<file path="src/hdl/pshc_pkg.sv">
// Shared types and constants for the pair-sum histogram convolution block.
package pshc_pkg;

  localparam int OPCODE_W = 2;
  localparam int VAL_W    = 12;
  localparam int CFG_W    = 11;
  localparam int PAIR_W   = 41;

  localparam logic [OPCODE_W-1:0] OP_ADD_FIRST  = 2'd0;
  localparam logic [OPCODE_W-1:0] OP_ADD_SECOND = 2'd1;
  localparam logic [OPCODE_W-1:0] OP_CLEAR      = 2'd2;
  localparam logic [OPCODE_W-1:0] OP_QUERY      = 2'd3;

  localparam logic [CFG_W-1:0]  CFG_RESET = 11'd1024;
  localparam logic [PAIR_W-1:0] PAIR_MAX  = {PAIR_W{1'b1}};

  typedef struct packed {
    logic clear;
    logic valid;
  } mac_ctrl_t;

endpackage

</file>
<file path="src/hdl/pshc_mac.sv">
// Registered multiply followed by a saturating accumulate.
module pshc_mac #(
  parameter int COUNT_BITS = 20
) (
  input  logic                      clk,
  input  logic                      rst_n,
  input  pshc_pkg::mac_ctrl_t       ctrl,
  input  logic [COUNT_BITS-1:0]     a,
  input  logic [COUNT_BITS-1:0]     b,
  output logic [pshc_pkg::PAIR_W-1:0] acc,
  output logic                      pending
);

  localparam int PROD_W = 2 * COUNT_BITS;
  localparam int SUM_W  = ((PROD_W > pshc_pkg::PAIR_W) ? PROD_W : pshc_pkg::PAIR_W) + 1;

  logic [PROD_W-1:0]           prod_r;
  logic                        prod_vld_r;
  logic [pshc_pkg::PAIR_W-1:0] acc_r, acc_nxt;
  logic [SUM_W-1:0]            sum;

  always_comb begin
    sum = SUM_W'(acc_r) + SUM_W'(prod_r);
    acc_nxt = acc_r;
    if (ctrl.clear) begin
      acc_nxt = '0;
    end else if (prod_vld_r) begin
      // Once the total reaches the top of the range it stays there.
      acc_nxt = (sum >= SUM_W'(pshc_pkg::PAIR_MAX)) ? pshc_pkg::PAIR_MAX
                                                    : sum[pshc_pkg::PAIR_W-1:0];
    end
  end

  always_ff @(posedge clk) begin
    prod_r <= PROD_W'(a) * PROD_W'(b);
    if (!rst_n) begin
      prod_vld_r <= 1'b0;
      acc_r      <= '0;
    end else begin
      prod_vld_r <= ctrl.valid;
      acc_r      <= acc_nxt;
    end
  end

  assign acc     = acc_r;
  assign pending = prod_vld_r;

endmodule

</file>
<file path="config.mk">
export PLATFORM = sky130hd
export DESIGN_NAME = pshc_mac
export DESIGN_NICKNAME = d
export VERILOG_FILES = /design/src/hdl/pshc_pkg.sv /design/src/hdl/pshc_mac.sv
export SDC_FILE = /design/constraint.sdc
export NUM_CORES = 1
export LEC_CHECK = 0
export BUFFER_PORTS_ARGS = -buffer_cell sky130_fd_sc_hd__buf_2
export CORE_MARGIN = 3
export CORE_UTILIZATION = 37
export CTS_BUF_LIST = sky130_fd_sc_hd__clkbuf_16
export CTS_CLUSTER_SIZE = 8
export DETAILED_ROUTE_END_ITERATION = 10
export PLACE_DENSITY = 0.62
export RECOVER_POWER = 25
export SETUP_SLACK_MARGIN = 0.2
export SLEW_MARGIN = 25
export SYNTH_ARGS = -nofsm -noshare
export SYNTH_HDL_FRONTEND = slang
export SYNTH_SLANG_ARGS = --single-unit
export TNS_END_PERCENT = 50
</file>
<file path="constraint.sdc">
create_clock -name clk -period 8.3 [get_ports clk]
set_input_delay 2.49 -clock clk [delete_from_list [all_inputs] [get_ports clk]]
set_output_delay 2.49 -clock clk [all_outputs]
set_load 0.01 [all_outputs]
</file>
==> metrics.txt, run 1 <==
synth warn 0; syn avg cell area a little under 9 um2; reg2reg path depth 11; clk_lat worst skew between 300 and 400 ps; layout cell share with drive strength beyond 1 between 10% and 20%; worst-path cell chain buf_4 > buf_6 > nand2_1 > fa_1 > inv_1 > fa_1 > fa_2 > fa_1 > fa_1 > fa_1 > inv_2 > fa_1 > inv_2 > ha_4 > nand3_2 > or3_4 > a2111oi_4 > o2111ai_2 > a21oi_4 > buf_4 > buf_4 > buf_6 > buf_6 > xor2_1; Core Util, Final between 40% and 50%; pin count of the biggest net entering global routing 43; max-slew violations 43; routed wire length about 45000 um; H-tree levels 3; final net count 2726; worst hold start acc[3]; Synth top area share 35.9%; Die Span Y between 200 and 250 um; Net Count, Synth ~2600; Detailed Place HPWL 39300 um; Final Hold Viols 0; initial antenna violation count 0; Max Buffers Root-to-Sink 2; core area ~0.047 mm2; Synth Register Bits 82; fin area a little over 0.02 mm2; Worst-path clk slew about 60 ps; Top FF cell, synth dfxtp_1; CP delay by family, top adder cells; Total Routing Usage GR a little under a fifth; TritonCTS clock tree done; crit path max fanout 7; worst hold path class register to register; RR Startpoint acc[2]; Worst R2R End acc[40]; Avg WL per Cell between 15 and 20 um; die area just over 0.05 mm2; First-pass DRT Iterations 5; CP Capture Type register; Worst Slack Setup Final -35.0 ps; startpoint types primary input; period utilisation layout 100%; DRT iter0 DRCs ~600; P&R area growth vs syn 15.9%; EDFF count, synth 0; Placer Congestion ~0.91; die width 226 um; Final setup viols 3; Setup CP Type primary input to register; number of hold buffers added after CTS 0; max_slew headroom -8.85%; most common cell in the netlist inv_1; row cnt 79; clock skew between 7 and 8 ps; Critical Path Slowest Stage Cell fa_2; Synth area leader fa_1; cell count after synthesis around 2000; CP arrival ~8600 ps; vias around 14000; Critical Path RT about 8600 ps; FF+latch area 0.00164 mm2; reg-to-reg slack, setup approximately 4600 ps; dominant cells by area after synthesis fa_1 36%, ha_1 13%, dfxtp_1 9.2%, and2_1 7.8%, inv_1 7.8%; Boundary Pins 86; f_max 120 MHz; CP bufs+invs 9; synthesized cell area approximately 0.018 mm2; hold path cells 2; Max Cap Viol 1; unrepaired setup endpoints after global routing yes; CTS Buf Count 9; Worst path depth 24; minimum clock period between 8000 and 9000 ps; FFs w/ async S/R, synth 0%; DP Area about 0.020 mm2; CP most frequent cell fa_1; vias per inst around 5; aggregate global routing overflow 0; CP max stage delay 590 ps; clk sinks 82; DR DRC count 0; sequential area share after synthesis a little under a tenth; Port Buffers 85; clk root buf clkbuf_16; Filler Cell Count ~4500; Post-synth top cells 370 x inv_1, 321 x fa_1, 224 x and2_1, 218 x nand2_1, 190 x ha_1; WHS Endpoint acc[3]; area of the multi-input gates 0.0148 mm2; Inserted Diodes 0; Worst Setup SP a[8]; first-pass GRT wire length about 75000 um; Initial Util between 30 and 40%; Worst Tran Pin Value roughly 1600 ps; failing checks max-capacitance violations, max-slew violations, negative setup slack; Antenna Violating Nets Remaining 0; status finished with violations; vias in the first global route 14700; Distinct cells, synth around 60
-- layout make-up --
type | instances | share of cell area, %
timing repair buffer | 248 | 8.80
clock buffer | 9 | 1.08
clock inverter | 6 | 0.404
tap | 607 | 3.66
multi-input combinational | 1460 | 71.5
sequential | 82 | 7.91
inverter | 370 | 6.69
-- per-stage QoR --
step / setup slack, ps / std cells / hold slack, ps / setup TNS [ps]
final: -35.0 / 2782 / 583 / -45.1
after global routing: -249 / 2782 / 615 / -980
after floorplan: -143 / 2018 / 555 / -263
after global placement: -502 / 2755 / 554 / -5780
after CTS: -65.5 / 2775 / 573 / -65.5
after detailed placement: -616 / 2755 / 557 / -7360
-- registers in the layout, indices dropped and copies added, names as in the netlist --
| register | cells |
|---|---|
| prod_r | 40 |
| pending | 1 |
| acc | 41 |
-- placed cells by master (no fill, tap or decap), types with 29 or more instances in the layout --
cell and count:
buf_2 40, a21oi_2 52, nor2_1 41, dfxtp_1 82
ha_1 181, and2_1 199, buf_4 157, o21ai_0 63
fa_1 306, xnor2_1 45, xor2_1 29, nand2_1 218
a21oi_1 60, a21o_1 35, inv_1 357
-- metal layers --
metal  global-route usage, %  up-vias  part of all wire, %  routed length, um
li1                        -     6596                    -                  -
met1                    25.3     6869                   47              21400
met2                    30.1      269                   46              21100
met3                    1.82       61                  4.0               1810
met4                    4.64        0                  2.5               1150
met5                       0        -                    0                  0
-- how the worst max path moves through the flow --
| stage | to |
|---|---|
| after floorplan | prod_r[39] |
| after global placement | prod_r[39] |
| after detailed placement | prod_r[39] |
| after CTS | prod_r[39] |
| after global routing | prod_r[39] |
| final | prod_r[33] |
-- worst reg2reg max path, stage by stage (launching register included) --
cell      delay [ps]
dfxtp_1          320
ha_1             350
o21ai_0          300
o21ai_2          150
a31oi_4          230
a21oi_2          160
a22o_1           220
a211o_1          370
a311oi_4         610
buf_4            590
a21oi_2          100
a41o_1           220
-- kinds of logic after synthesis --
logic type | Yosys count | synth area share (%)
and+or+nand+nor | 553 | 15.6
AOI/OAI and AO/OA | 322 | 12.3
DFF | 82 | 9.17
buffers and inverters | 476 | 10.2
xor gates and xnor gates | 74 | 3.62
adders and majority gates | 511 | 49.2
-- repair_timing --
action | in CTS | in global routing
resized for setup | 62 | 70
buffers inserted | 5 | 7
pin swaps | 58 | 83
endpoints found under the setup margin | 20 | 22
Power of run 1 is left out: the tool's default activity adds up to more than one toggle a clock period on the data nets, which glitch-free logic cannot reach.
==> run 2, diff against run 1 <==
--- a/config.mk
+++ b/config.mk
@@ -5,13 +5,14 @@
 export SDC_FILE = /design/constraint.sdc
 export NUM_CORES = 1
 export LEC_CHECK = 0
+export ABC_CLOCK_PERIOD_IN_PS = 10250
 export BUFFER_PORTS_ARGS = -buffer_cell sky130_fd_sc_hd__buf_2
 export CORE_MARGIN = 3
 export CORE_UTILIZATION = 37
 export CTS_BUF_LIST = sky130_fd_sc_hd__clkbuf_16
 export CTS_CLUSTER_SIZE = 8
 export DETAILED_ROUTE_END_ITERATION = 10
-export PLACE_DENSITY = 0.62
+export PLACE_DENSITY = 0.6
 export RECOVER_POWER = 25
 export SETUP_SLACK_MARGIN = 0.2
 export SLEW_MARGIN = 25
==> constraint.sdc (replaced) <==
create_clock -name clk -period 10.25 [get_ports clk]
set_input_delay 3.075 -clock clk [delete_from_list [all_inputs] [get_ports clk]]
set_output_delay 3.075 -clock clk [all_outputs]
set_load 0.01 [all_outputs]
==> run 2 against run 1 <==
  * The run ends with max-capacitance violations, max-slew violations left
  * Critical endpoint is now prod_r[39]
  * Hold slack lost 9.9 ps
  * Clock skew decreased by 0.93 ps
  * Non-clock buffer count fell by 145
  * Final area decreased by 8.1%
  * Sequential share of layout area is 0.70 points higher
==> metrics.txt, run 2 (synthesized netlist as in run 1, its figures left out) <==
row cnt 79 (unchanged); die width 226 um (unchanged); startpoint types primary input; worst hold path class register to register; Critical Path RT 10530 ps (+1960 ps); Worst-path clk slew 60 ps (about the same); Setup crit end prod_r[39]; Worst Slack Setup Final 700 ps (+735 ps); most frequent cells in the layout 372 x inv_1, 321 x fa_1, 223 x and2_1; reg2reg path depth 11 (unchanged); Max Cap Viol 1 (unchanged); Filler Cell Count 4625 (+2.9%); P&R area growth vs syn 6.55%; first-pass GRT wire length 73100 um (-2.5%); H-tree levels 3 (unchanged); max reg flops 41 (unchanged); TritonCTS clock tree done; CP Capture Type register; Die Span Y 226 um (unchanged); CP bufs+invs 5 (-4); unrepaired setup endpoints after global routing no; failing checks max-capacitance violations, max-slew violations; Boundary Pins 86 (unchanged); Worst path depth 23 (-4.2%); DRT iter0 DRCs 631 (+4.6%); aggregate global routing overflow 0 (unchanged); clock skew 6.17 ps (-0.930 ps); Final setup viols 0 (-3); core area 0.0471 mm2 (unchanged); vias 13300 (-3.8%); DR DRC count 0 (unchanged); max-slew violations 43 (unchanged); max_slew headroom -11.6% (-2.8 points); period utilisation layout between 90 and 100%; clk_lat worst skew 350 ps (about the same); Total Routing Usage GR 17.8% (-0.25 points); final net count 2581 (-5.3%); vias in the first global route 13700 (-7.1%); Port Buffers 85 (unchanged); Worst Setup SP a[12]; Placer Congestion 0.886 (-2.6%); Critical Path Slowest Stage Cell fa_1; status finished with violations; Core Util, Final 40.5% (-3.6 points); Max Buffers Root-to-Sink 2 (unchanged); CP arrival 9830 ps (+1230 ps); Non-Filler Instances 2638 (-5.2%); reg-to-reg slack, setup 6780 ps (+2210 ps); clk root buf clkbuf_16; worst-path cell chain buf_2 > and2_1 > fa_1 > fa_1 > inv_1 > fa_1 > inv_1 > fa_1 > fa_1 > fa_1 > inv_1 > fa_1 > inv_1 > ha_1 > a21o_1 > a221oi_1 > o211ai_1 > o2111ai_2 > a21oi_2 > a2111oi_1 > o21bai_1 > a21oi_1 > xnor2_1; Worst R2R End acc[32]; CP delay by family, top adder cells; dpl cells 2622 (-4.8%); First-pass DRT Iterations 5 (unchanged); initial antenna violation count 0 (unchanged); RR Startpoint acc[0]; CP max stage delay 530 ps (-60 ps); Setup TNS 0 ps (+45.1 ps); f_max 105 MHz; vias per inst 5.03 (+1.4%); clk sinks 82 (unchanged); Final Hold Viols 0 (unchanged); minimum clock period between 9000 and 10000 ps; CTS Buf Count 9 (unchanged); Worst Tran Pin Value 1670 ps (+41.4 ps); Antenna Violating Nets Remaining 0 (unchanged); Initial Util 38.0% (unchanged); commonest non-fill, non-tap cell in the layout inv_1; Detailed Place HPWL 36500 um (-7.1%); CP most frequent cell fa_1; crit path max fanout 20 (+13); routed wire length 44300 um (-2.6%); die area 0.0511 mm2 (unchanged); pre-CTS setup slack 253 ps (+869 ps); pin count of the biggest net entering global routing 43 (unchanged); Inserted Diodes 0 (unchanged); Avg WL per Cell 16.8 um (+2.7%); Setup CP Type primary input to register; layout cell share with drive strength beyond 1 8.42% (-9.1 points)
## run 2: cell count changes in the layout (fill, tap and decap cells not counted), moves of 15 or more
cell / previous run / this run
fa_2: 15 / 0
buf_6: 20 / 0
and2_1: 199 / 223
clkbuf_1: 22 / 2
buf_2: 40 / 84
buf_4: 157 / 17
fa_1: 306 / 321
inv_1: 357 / 372
and2_4: 24 / 0
## run 2: per-stage QoR
| step | hold WS, ps | cell area, um2 |
|---|---|---|
| final | 573 | 19100 |
| after floorplan | 555 | 17900 |
| after CTS | 581 | 19100 |
| after detailed placement | 564 | 18800 |
| after global routing | 610 | 19100 |
| after global placement | 543 | 18800 |
## run 2: per-layer routing
layer	global-route usage (%)	routed length [um]	vias up
li1	-	-	6311
met1	26.8	22000	6617
met2	28.5	20100	304
met3	1.49	1690	33
met4	3.18	486	0
met5	0	0	-
## run 2: cell type report
| cell class | count | area, um2 | share of cell area, % |
|---|---|---|---|
| Timing Repair Buffer | 103 | 556 | 2.91 |
| Sequential cell | 82 | 1640 | 8.60 |
| Clock inverter | 7 | 38.8 | 0.203 |
| Tap cell | 607 | 759 | 3.98 |
| Inverter | 370 | 1390 | 7.28 |
| Multi-Input combinational cell | 1460 | 14500 | 75.8 |
| Clock buffer | 9 | 225 | 1.18 |
## run 2: worst min path at each step
stage | start | to | slack, ps | depth (start not counted)
after CTS | acc[15] | acc[15] | 580 | 2
after global routing | acc[25] | acc[25] | 610 | 2
after floorplan | prod_r[0] | acc[0] | 550 | 3
after global placement | acc[0] | acc[0] | 540 | 2
final | acc[0] | acc[0] | 570 | 2
after detailed placement | acc[15] | acc[15] | 560 | 2
## run 2: timing repair
item,CTS,global route
hold buffers,0,0
setup buffers,0,0
setup endpoints to repair,0,1
resized for setup,0,3
## run 2: tightest hold or removal path: stages (launching register included)
cell and delay, ps:
dfxtp_1 340, o21ai_0 100, a21oi_2 100
Power of run 2 is left out for the same reason.
